`config.mk`:
```
export PLATFORM = sky130hd
export DESIGN_NAME = dominant_model_selector
export DESIGN_NICKNAME = d
export VERILOG_FILES = /design/src/hw/rtl/dms_pkg.sv /design/src/hw/rtl/dms_cfg_regs.sv /design/src/hw/rtl/dms_stack_core.sv /design/src/hw/rtl/dominant_model_selector.sv
export SDC_FILE = /design/constraint.sdc
export NUM_CORES = 1
export LEC_CHECK = 0
export BUFFER_PORTS_ARGS = -buffer_cell sky130_fd_sc_hd__buf_2
export CORE_AREA = 3 3 254 256
export CTS_CLUSTER_SIZE = 40
export DETAILED_ROUTE_END_ITERATION = 6
export DIE_AREA = 0 0 257 259
export GPL_TIMING_DRIVEN = 0
export PLACE_DENSITY = 0.67
export SYNTH_ARGS = -nofsm -noshare
export SYNTH_HDL_FRONTEND = slang
export SYNTH_SLANG_ARGS = --single-unit
```
`constraint.sdc`:
```
create_clock -name clk -period 8 [get_ports clk]
set_input_delay 1.2 -clock clk [delete_from_list [all_inputs] [get_ports clk]]
set_output_delay 1.2 -clock clk [all_outputs]
set_load 0.01 [all_outputs]
```
`src/hw/rtl/dms_pkg.sv`:
```
// ----------------------------------------------------------------------------
// dms_pkg
// Shared types and constants of the dominant model selector.
// ----------------------------------------------------------------------------
package dms_pkg;

    localparam int MAX_STACK_DEF = 16;

    localparam int VAL_W   = 32;
    localparam int CLASS_W = 8;
    localparam int MC_W    = 2;
    localparam int REG_W   = 3;

    // configuration register indexes
    localparam logic [REG_W-1:0] REG_NA_VALUE       = 3'd0;
    localparam logic [REG_W-1:0] REG_LOWER_FRACTION = 3'd1;
    localparam logic [REG_W-1:0] REG_UPPER_FRACTION = 3'd2;
    localparam logic [REG_W-1:0] REG_RMSE_LIMIT     = 3'd3;
    localparam logic [REG_W-1:0] REG_RMSE_MARGIN    = 3'd4;

    localparam logic signed [VAL_W-1:0] NA_VALUE_RST       = 32'sd0;
    localparam logic signed [VAL_W-1:0] LOWER_FRACTION_RST = 32'sd0;
    localparam logic signed [VAL_W-1:0] UPPER_FRACTION_RST = 32'sd65536;
    localparam logic signed [VAL_W-1:0] RMSE_LIMIT_RST     = 32'sd65536;
    localparam logic signed [VAL_W-1:0] RMSE_MARGIN_RST    = 32'sd0;

    // model kinds
    localparam logic [MC_W-1:0] MC_TWO   = 2'd2;
    localparam logic [MC_W-1:0] MC_THREE = 2'd3;

    typedef struct packed {
        logic signed [VAL_W-1:0] na_value;
        logic signed [VAL_W-1:0] lower_fraction;
        logic signed [VAL_W-1:0] upper_fraction;
        logic signed [VAL_W-1:0] rmse_limit;
        logic signed [VAL_W-1:0] rmse_margin;
    } dms_cfg_t;

    typedef struct packed {
        logic                    last_entry;
        logic [CLASS_W-1:0]      class_b;
        logic [CLASS_W-1:0]      class_a;
        logic signed [VAL_W-1:0] fit_error;
        logic signed [VAL_W-1:0] frac_b;
        logic signed [VAL_W-1:0] frac_a;
        logic [MC_W-1:0]         model_count;
    } dms_entry_t;

    typedef struct packed {
        logic                    status;
        logic [CLASS_W-1:0]      dominant_class;
        logic signed [VAL_W-1:0] dominant_value;
    } dms_result_t;

endpackage

```
`src/hw/rtl/dms_cfg_regs.sv`:
```
// ----------------------------------------------------------------------------
// dms_cfg_regs
// Configuration register file: thresholds and the no-data marker.
// ----------------------------------------------------------------------------
module dms_cfg_regs (
    input  logic                            clk,
    input  logic                            rst_n,
    input  logic                            wr_en,
    input  logic [dms_pkg::REG_W-1:0]       wr_index,
    input  logic [dms_pkg::VAL_W-1:0]       wr_data,
    output dms_pkg::dms_cfg_t               cfg
);

    dms_pkg::dms_cfg_t cfg_reg;
    dms_pkg::dms_cfg_t cfg_next;

    always_comb
    begin
        cfg_next = cfg_reg;
        if (wr_en)
        begin
            case (wr_index)
                dms_pkg::REG_NA_VALUE:       cfg_next.na_value       = $signed(wr_data);
                dms_pkg::REG_LOWER_FRACTION: cfg_next.lower_fraction = $signed(wr_data);
                dms_pkg::REG_UPPER_FRACTION: cfg_next.upper_fraction = $signed(wr_data);
                dms_pkg::REG_RMSE_LIMIT:     cfg_next.rmse_limit     = $signed(wr_data);
                dms_pkg::REG_RMSE_MARGIN:    cfg_next.rmse_margin    = $signed(wr_data);
                default:                     cfg_next = cfg_reg;
            endcase
        end
    end

    always_ff @(posedge clk or negedge rst_n)
    begin
        if (!rst_n)
        begin
            cfg_reg.na_value       <= dms_pkg::NA_VALUE_RST;
            cfg_reg.lower_fraction <= dms_pkg::LOWER_FRACTION_RST;
            cfg_reg.upper_fraction <= dms_pkg::UPPER_FRACTION_RST;
            cfg_reg.rmse_limit     <= dms_pkg::RMSE_LIMIT_RST;
            cfg_reg.rmse_margin    <= dms_pkg::RMSE_MARGIN_RST;
        end
        else
        begin
            cfg_reg <= cfg_next;
        end
    end

    assign cfg = cfg_reg;

endmodule

```
`src/hw/rtl/dms_stack_core.sv`:
```
// ----------------------------------------------------------------------------
// dms_stack_core
// Carried winner of one pixel stack, validity test, counters and the
// result register.
// ----------------------------------------------------------------------------
module dms_stack_core #(
    parameter int MAX_STACK = dms_pkg::MAX_STACK_DEF
) (
    input  logic                  clk,
    input  logic                  rst_n,
    input  dms_pkg::dms_cfg_t     cfg,
    input  logic                  in_valid,
    input  dms_pkg::dms_entry_t   in_entry,
    output logic                  in_take,
    output logic                  res_valid,
    input  logic                  res_ready,
    output dms_pkg::dms_result_t  res
);

    localparam int CNT_W = $clog2(MAX_STACK + 1);
    localparam int DIF_W = dms_pkg::VAL_W + 1;

    // carried entry, no reset needed: ignored while the stack is empty
    logic [dms_pkg::CLASS_W-1:0]      held_class_reg,    held_class_next;
    logic signed [dms_pkg::VAL_W-1:0] held_fraction_reg, held_fraction_next;
    logic signed [dms_pkg::VAL_W-1:0] held_rmse_reg,     held_rmse_next;
    logic                             held_is_three_reg, held_is_three_next;

    logic [CNT_W-1:0] entry_cnt_reg, entry_cnt_next;
    logic [CNT_W-1:0] inv_cnt_reg,   inv_cnt_next;
    logic             bad_flag_reg,  bad_flag_next;

    logic                 res_valid_reg, res_valid_next;
    dms_pkg::dms_result_t res_reg,       res_next;

    logic                             three;
    logic                             bad_model;
    logic signed [dms_pkg::VAL_W-1:0] frac;
    logic [dms_pkg::CLASS_W-1:0]      cls;
    logic                             first;
    logic                             held_inv;
    logic                             held_gt;
    logic signed [DIF_W-1:0]          diff_he;
    logic signed [DIF_W-1:0]          diff_eh;
    logic signed [DIF_W-1:0]          margin;
    logic                             keep;
    logic [CNT_W-1:0]                 inv_sum;
    logic [CNT_W-1:0]                 cnt_sum;
    logic                             bad_sum;
    logic                             emit;

    assign in_take = in_valid && (!res_valid_reg || res_ready);

    always_comb
    begin
        three     = (in_entry.model_count == dms_pkg::MC_THREE);
        bad_model = (in_entry.model_count != dms_pkg::MC_TWO) && !three;

        if (three && ($signed(in_entry.frac_b) > $signed(in_entry.frac_a)))
        begin
            frac = in_entry.frac_b;
            cls  = in_entry.class_b;
        end
        else
        begin
            frac = in_entry.frac_a;
            cls  = in_entry.class_a;
        end

        first    = (entry_cnt_reg == '0);
        held_inv = (held_fraction_reg == $signed(cfg.na_value))
                || (held_rmse_reg == $signed(cfg.na_value))
                || (held_fraction_reg < $signed(cfg.lower_fraction))
                || (held_fraction_reg > $signed(cfg.upper_fraction))
                || (held_rmse_reg > $signed(cfg.rmse_limit));
        held_gt  = held_fraction_reg > frac;

        // exact rmse differences, one bit wider than the operands
        diff_he = DIF_W'(held_rmse_reg) - DIF_W'($signed(in_entry.fit_error));
        diff_eh = DIF_W'($signed(in_entry.fit_error)) - DIF_W'(held_rmse_reg);
        margin  = DIF_W'($signed(cfg.rmse_margin));

        if (first || held_inv)
            keep = 1'b0;
        else if (held_is_three_reg == three)
            keep = held_gt;
        else if (!held_is_three_reg)
            keep = (diff_he <= margin) || held_gt;
        else
            keep = (diff_eh > margin) && held_gt;

        inv_sum = inv_cnt_reg + CNT_W'(!first && held_inv);
        cnt_sum = entry_cnt_reg + CNT_W'(1);
        bad_sum = bad_flag_reg || bad_model;
        emit    = in_entry.last_entry || (cnt_sum == CNT_W'(MAX_STACK));

        held_class_next    = held_class_reg;
        held_fraction_next = held_fraction_reg;
        held_rmse_next     = held_rmse_reg;
        held_is_three_next = held_is_three_reg;
        entry_cnt_next     = entry_cnt_reg;
        inv_cnt_next       = inv_cnt_reg;
        bad_flag_next      = bad_flag_reg;
        res_next           = res_reg;
        res_valid_next     = res_valid_reg && !res_ready;

        if (in_take)
        begin
            if (!keep)
            begin
                held_class_next    = cls;
                held_fraction_next = frac;
                held_rmse_next     = in_entry.fit_error;
                held_is_three_next = three;
            end

            if (emit)
            begin
                entry_cnt_next = '0;
                inv_cnt_next   = '0;
                bad_flag_next  = 1'b0;
                res_valid_next = 1'b1;
                res_next.status = bad_sum;
                // no winner when every entry before the last one was invalid
                if (bad_sum || (inv_sum == entry_cnt_reg))
                begin
                    res_next.dominant_class = '0;
                    res_next.dominant_value = cfg.na_value;
                end
                else
                begin
                    res_next.dominant_class = held_class_next;
                    res_next.dominant_value = held_fraction_next;
                end
            end
            else
            begin
                entry_cnt_next = cnt_sum;
                inv_cnt_next   = inv_sum;
                bad_flag_next  = bad_sum;
            end
        end
    end

    always_ff @(posedge clk or negedge rst_n)
    begin
        if (!rst_n)
        begin
            entry_cnt_reg <= '0;
            inv_cnt_reg   <= '0;
            bad_flag_reg  <= 1'b0;
            res_valid_reg <= 1'b0;
        end
        else
        begin
            entry_cnt_reg <= entry_cnt_next;
            inv_cnt_reg   <= inv_cnt_next;
            bad_flag_reg  <= bad_flag_next;
            res_valid_reg <= res_valid_next;
        end
    end

    always_ff @(posedge clk)
    begin
        held_class_reg    <= held_class_next;
        held_fraction_reg <= held_fraction_next;
        held_rmse_reg     <= held_rmse_next;
        held_is_three_reg <= held_is_three_next;
        res_reg           <= res_next;
    end

    assign res_valid = res_valid_reg;
    assign res       = res_reg;

    a_cnt_in_range: assert property (@(posedge clk) disable iff (!rst_n)
        entry_cnt_reg < CNT_W'(MAX_STACK))
        else $error("entry count reached stack depth");

    a_inv_below_cnt: assert property (@(posedge clk) disable iff (!rst_n)
        (inv_cnt_reg < entry_cnt_reg) || (inv_cnt_reg == '0))
        else $error("invalid count not below entry count");

    a_last_clears: assert property (@(posedge clk) disable iff (!rst_n)
        (in_take && in_entry.last_entry) |=> (entry_cnt_reg == '0) && res_valid_reg)
        else $error("last entry did not close the stack");

    a_status_no_class: assert property (@(posedge clk) disable iff (!rst_n)
        (res_valid_reg && res_reg.status) |-> (res_reg.dominant_class == '0))
        else $error("error result carries a class");

endmodule

```
`src/hw/rtl/dominant_model_selector.sv`:
```
// ----------------------------------------------------------------------------
// dominant_model_selector
// Reduces a pixel's stack of unmixing results to one dominant class and
// fraction.
// ----------------------------------------------------------------------------
// Takes one stack entry per cycle with no gaps while no result beat waits on
// m_tready: a beat is registered at the input, then compared against the
// carried winner and written to the result register. The rate is set by the
// carried-winner update, which is combinational. While a result beat waits on
// m_tready no entry leaves the input register, so s_tready drops once that
// register is full. A stack ends on tlast or on its MAX_STACK-th entry;
// exactly one result beat leaves per stack. The user must write
// configuration through the cfg channel only while the block is idle; the
// block does not enforce it. cfg_ready is always high.
module dominant_model_selector #(
    parameter int MAX_STACK = dms_pkg::MAX_STACK_DEF
) (
    input  logic                        clk,
    input  logic                        rst_n,
    input  logic                        cfg_valid,
    output logic                        cfg_ready,
    input  logic [dms_pkg::REG_W-1:0]   cfg_index,
    input  logic [dms_pkg::VAL_W-1:0]   cfg_data,
    input  logic                        s_tvalid,
    output logic                        s_tready,
    // model_count[1:0], frac_a[33:2], frac_b[65:34], fit_error[97:66],
    // class_a[105:98], class_b[113:106], zero pad[119:114]
    input  logic [119:0]                s_tdata,
    input  logic                        s_tlast,
    output logic                        m_tvalid,
    input  logic                        m_tready,
    // dominant_class[7:0], dominant_value[39:8]
    output logic [39:0]                 m_tdata,
    // status
    output logic                        m_tuser
);

    dms_pkg::dms_cfg_t    cfg;
    dms_pkg::dms_entry_t  entry_reg, entry_next;
    logic                 in_valid_reg, in_valid_next;
    logic                 take;
    dms_pkg::dms_result_t res;

    assign cfg_ready = 1'b1;

    dms_cfg_regs u_cfg (
        .clk      (clk),
        .rst_n    (rst_n),
        .wr_en    (cfg_valid),
        .wr_index (cfg_index),
        .wr_data  (cfg_data),
        .cfg      (cfg)
    );

    assign s_tready = !in_valid_reg || take;

    always_comb
    begin
        entry_next               = entry_reg;
        in_valid_next            = in_valid_reg && !take;
        if (s_tvalid && s_tready)
        begin
            entry_next.model_count = s_tdata[1:0];
            entry_next.frac_a      = $signed(s_tdata[33:2]);
            entry_next.frac_b      = $signed(s_tdata[65:34]);
            entry_next.fit_error   = $signed(s_tdata[97:66]);
            entry_next.class_a     = s_tdata[105:98];
            entry_next.class_b     = s_tdata[113:106];
            entry_next.last_entry  = s_tlast;
            in_valid_next          = 1'b1;
        end
    end

    always_ff @(posedge clk or negedge rst_n)
    begin
        if (!rst_n)
            in_valid_reg <= 1'b0;
        else
            in_valid_reg <= in_valid_next;
    end

    always_ff @(posedge clk)
    begin
        entry_reg <= entry_next;
    end

    dms_stack_core #(
        .MAX_STACK (MAX_STACK)
    ) u_core (
        .clk       (clk),
        .rst_n     (rst_n),
        .cfg       (cfg),
        .in_valid  (in_valid_reg),
        .in_entry  (entry_reg),
        .in_take   (take),
        .res_valid (m_tvalid),
        .res_ready (m_tready),
        .res       (res)
    );

    assign m_tdata = {res.dominant_value, res.dominant_class};
    assign m_tuser = res.status;

endmodule

```
==> out/qor.yml <==
sta:
  fin_ws_ns: 0.445
  timing.final.crit_period_ns: 7.56
  hold_violations: 0
  max_slew_margin_pct: 19.5
  fmax_mhz: 132
  setup-violations-final: 0
  rsz0062_at_grt: "false"
  tightestPinTransition_ns: 1.19
  finClkSkew_ns: 0.0238
  slew_viol_final: 0
  finalCritPeriodShare_pct: 94.4
cts:
  cts_hold_buf: 0
  clkTransAtPathRegs_ns: 0.06
  cts_resized: 0
  cts.sinks: 402
  htreeDepth: 2
  cts_buffer_depth: 3
  cts_tree: "done"
  cts_setup_buffers: 0
  cts-buffers-inserted: 46
  root_buffer: "clkbuf_16"
  clock_latency_ns: 0.61
critical_path:
  r2r_start: "entry_reg[65]"
  r2r_slack_ns: 0.44
  arrival_ns: 7.91
  cp_max_fo: 10
  worstSetupPathType: "reg2reg"
  slowest_stage: "a221oi_2"
  startpoint_type: "flip-flop"
  end_kind: "flip-flop"
  cp_top_family: "simple AND/OR/NAND/NOR gates"
  reg2reg_to: "u_core.held_fraction_reg[25]"
  cp_num_buf_inv: 5
  path_common_cell: "buf_6"
  cp_cell_sequence: "ha_1 > nand4_1 > or3_1 > nor4_4 > a2bb2oi_2 > a21oi_1 > a221oi_2 > buf_6 > buf_4 > nand2_1 > o21ai_1 > inv_1 > ha_1 > nand4_1 > nor4_1 > nor2_1 > a31oi_1 > o22ai_1 > a211o_1 > nor4_4 > buf_6 > buf_6 > mux2_2"
  crit_path_max_incr_delay_ns: 0.76
  worstRegToRegCells: 23
  crit_required_ns: 8.35
synth:
  yosys.cell_count.top_type: "ha_1"
  synth_area_leaders: "edfxtp_1 28%, dfrtp_1 17%, ha_1 15%, mux2_2 5.2%, inv_1 4.4%"
  ys_top_cells_by_count: "292 x ha_1, 289 x inv_1, 229 x edfxtp_1, 203 x nand2_1, 203 x o21ai_0"
  ys.flop_type: "edfxtp_1"
  synth_seq_cells: 402
  synth_cells: 2402
  syn-num-nets: 2857
  syn_area_sq_um: 24900
  seq_area_frac_synth_pct: 45.0
  synth_top_cell_by_area: "edfxtp_1"
  synth_edf_count: 229
  synth_top_area_share_pct: 27.6
  ys_types: 74
  avgSynthCellArea_sq_um: 10.4
  synth-async-reset-ratio_pct: 43.0
  ys_warn_count: 0
power:
  vdd_drop_max_v: 0.000169
  clock_power_share_pct: 27.4
  p_seq_share_pct: 38.2
  leakage_nw: 12.7
  powerDensity_nw_per_um2: 261
  p_sw_mw: 2.66
  swShare_pct: 35.8
  combinationalPowerShare_pct: 34.4
  p_int_mw: 4.78
global_routing:
  grt_pass1_vias: 19014
  grt_pass1_wl_mm: 109
  overflow: 0
  grt_max_degree: 120
  groute.usage.overall_pct: 20.9
  grt_antenna_before_repair: 16
placed_design:
  gp_congestion: 0.919
  portBuffers: 195
  preCtsSetupSlack_ns: 0.618
  placed_cell_area_sq_um: 27100
  hpwl_mm: 56.7
job:
  max-cap-violations: 0
floorplan:
  start_util_pct: 39.7
  dieArea_sq_um: 66600
  ioPinCount: 205
  core_sq_um: 62700
  fp-row-count: 92
  die_w_um: 257
  chipHeight_um: 259
hold_path:
  hold_path_class: "in2async"
outcome:
  status: "complete, no violations"
finish:
  drive_gt1_share_pct: 15.5
  area_growth_pct: 14.4
  largest_register_ffs: 160
  fin_area_sq_um: 28500
  nets: 3103
drt:
  drc_errors: 0
  first_iter_violations: 1394
  drt_wl_total_mm: 71.4
  vias_per_cell: 5.38
  drt_pass1_iterations: 5
  wl_per_cell_um: 20.2
  vias: 19029
  ant_nets: 0
cells in the final DEF, fill, tap and decap left out, drive strengths merged, types with 49 or more instances in the layout:
master / count
a21o: 63
a21oi: 147
buf: 225
clkbuf: 116
dfrtp: 171
edfxtp: 229
ha: 292
inv: 293
mux2: 116
nand2: 203
nand4: 64
nor2: 75
nor2b: 49
o21ai: 214
xor2: 85
layer usage:
metal / track usage, % / up-vias / wire length (um)
li1: - / 9070 / -
met1: 28.0 / 9291 / 31200
met2: 34.0 / 539 / 33200
met3: 4.44 / 115 / 4910
met4: 6.66 / 14 / 2020
met5: 0 / - / 87
worst max-delay path by stage:
stage | startpoint | depth (start not counted) | to
2_1_floorplan | u_core.held_rmse_reg[0] | 24 | u_core.held_is_three_reg
3_3_place_gp | entry_reg[65] | 22 | u_core.held_rmse_reg[2]
3_5_place_dp | entry_reg[65] | 23 | u_core.held_fraction_reg[25]
4_1_cts | entry_reg[65] | 24 | u_core.held_rmse_reg[0]
5_1_grt | u_core.held_rmse_reg[0] | 23 | u_core.held_rmse_reg[2]
6_report | entry_reg[65] | 23 | u_core.held_fraction_reg[25]
kinds of logic after synthesis:
group                    synth area share [%]
AO/OA/AOI/OAI                            14.1
AND/OR/NAND/NOR                          10.3
flip-flops                               45.0
buffers and inverters                    6.11
adder cells (fa/ha/maj)                  14.8
XOR/XNOR                                 4.46
multiplexers                             5.28
other                                  0.0150
per-stage QoR:
stage | utilization, % | hold WS (ns) | power, mW | TNS, ns | cells
floorplan | - | 0.456 | 4.55 | 0 | 2402
global placement | 43.0 | 0.472 | 5.29 | -32.23 | 3443
detailed placement | 43.1 | 0.479 | 5.40 | 0 | 3446
CTS | 45.4 | 0.490 | 7.47 | 0 | 3531
global route | 45.4 | 0.510 | 7.91 | 0 | 3531
finish | 45.5 | 0.488 | 7.44 | 0 | 3539
power by group through the flow:
| stage | combinational, mW | clock (mW) | sequential (mW) |
|---|---|---|---|
| final | 2.56 | 2.04 | 2.84 |
| after global routing | 2.87 | 2.17 | 2.88 |
| after CTS | 2.54 | 2.08 | 2.85 |
| after detailed placement | 2.52 | 0 | 2.88 |
| after global placement | 2.41 | 0 | 2.88 |
| after floorplan | 1.76 | 0 | 2.79 |
worst reg2reg max path: stages, from the launching register on:
cell and delay (ns):
edfxtp_1 0.40, ha_1 0.39, nand4_1 0.17, or3_1 0.46, nor4_4 0.28, a2bb2oi_2 0.35
a21oi_1 0.11, a221oi_2 0.76, buf_6 0.28, buf_4 0.21, nand2_1 0.07, o21ai_1 0.22
inv_1 0.09, ha_1 0.32, nand4_1 0.13, nor4_1 0.58, nor2_1 0.14, a31oi_1 0.26
o22ai_1 0.22, a211o_1 0.41, nor4_4 0.58, buf_6 0.29, buf_6 0.21, mux2_2 0.36
layout make-up:
| cell class | instances | area, sq um |
|---|---|---|
| Antenna cell | 8 | 20.0 |
| Tap cell | 846 | 1060 |
| Inverter | 290 | 1090 |
| Fill cell | 5854 | 34200 |
| Sequential cell | 402 | 11200 |
| Timing Repair Buffer | 198 | 1060 |
| Buffer | 83 | 435 |
| Clock inverter | 25 | 218 |
| Clock buffer | 60 | 1210 |
| Multi-Input combinational cell | 1627 | 12200 |
No activity file was read; power rests on OpenSTA's default activity.
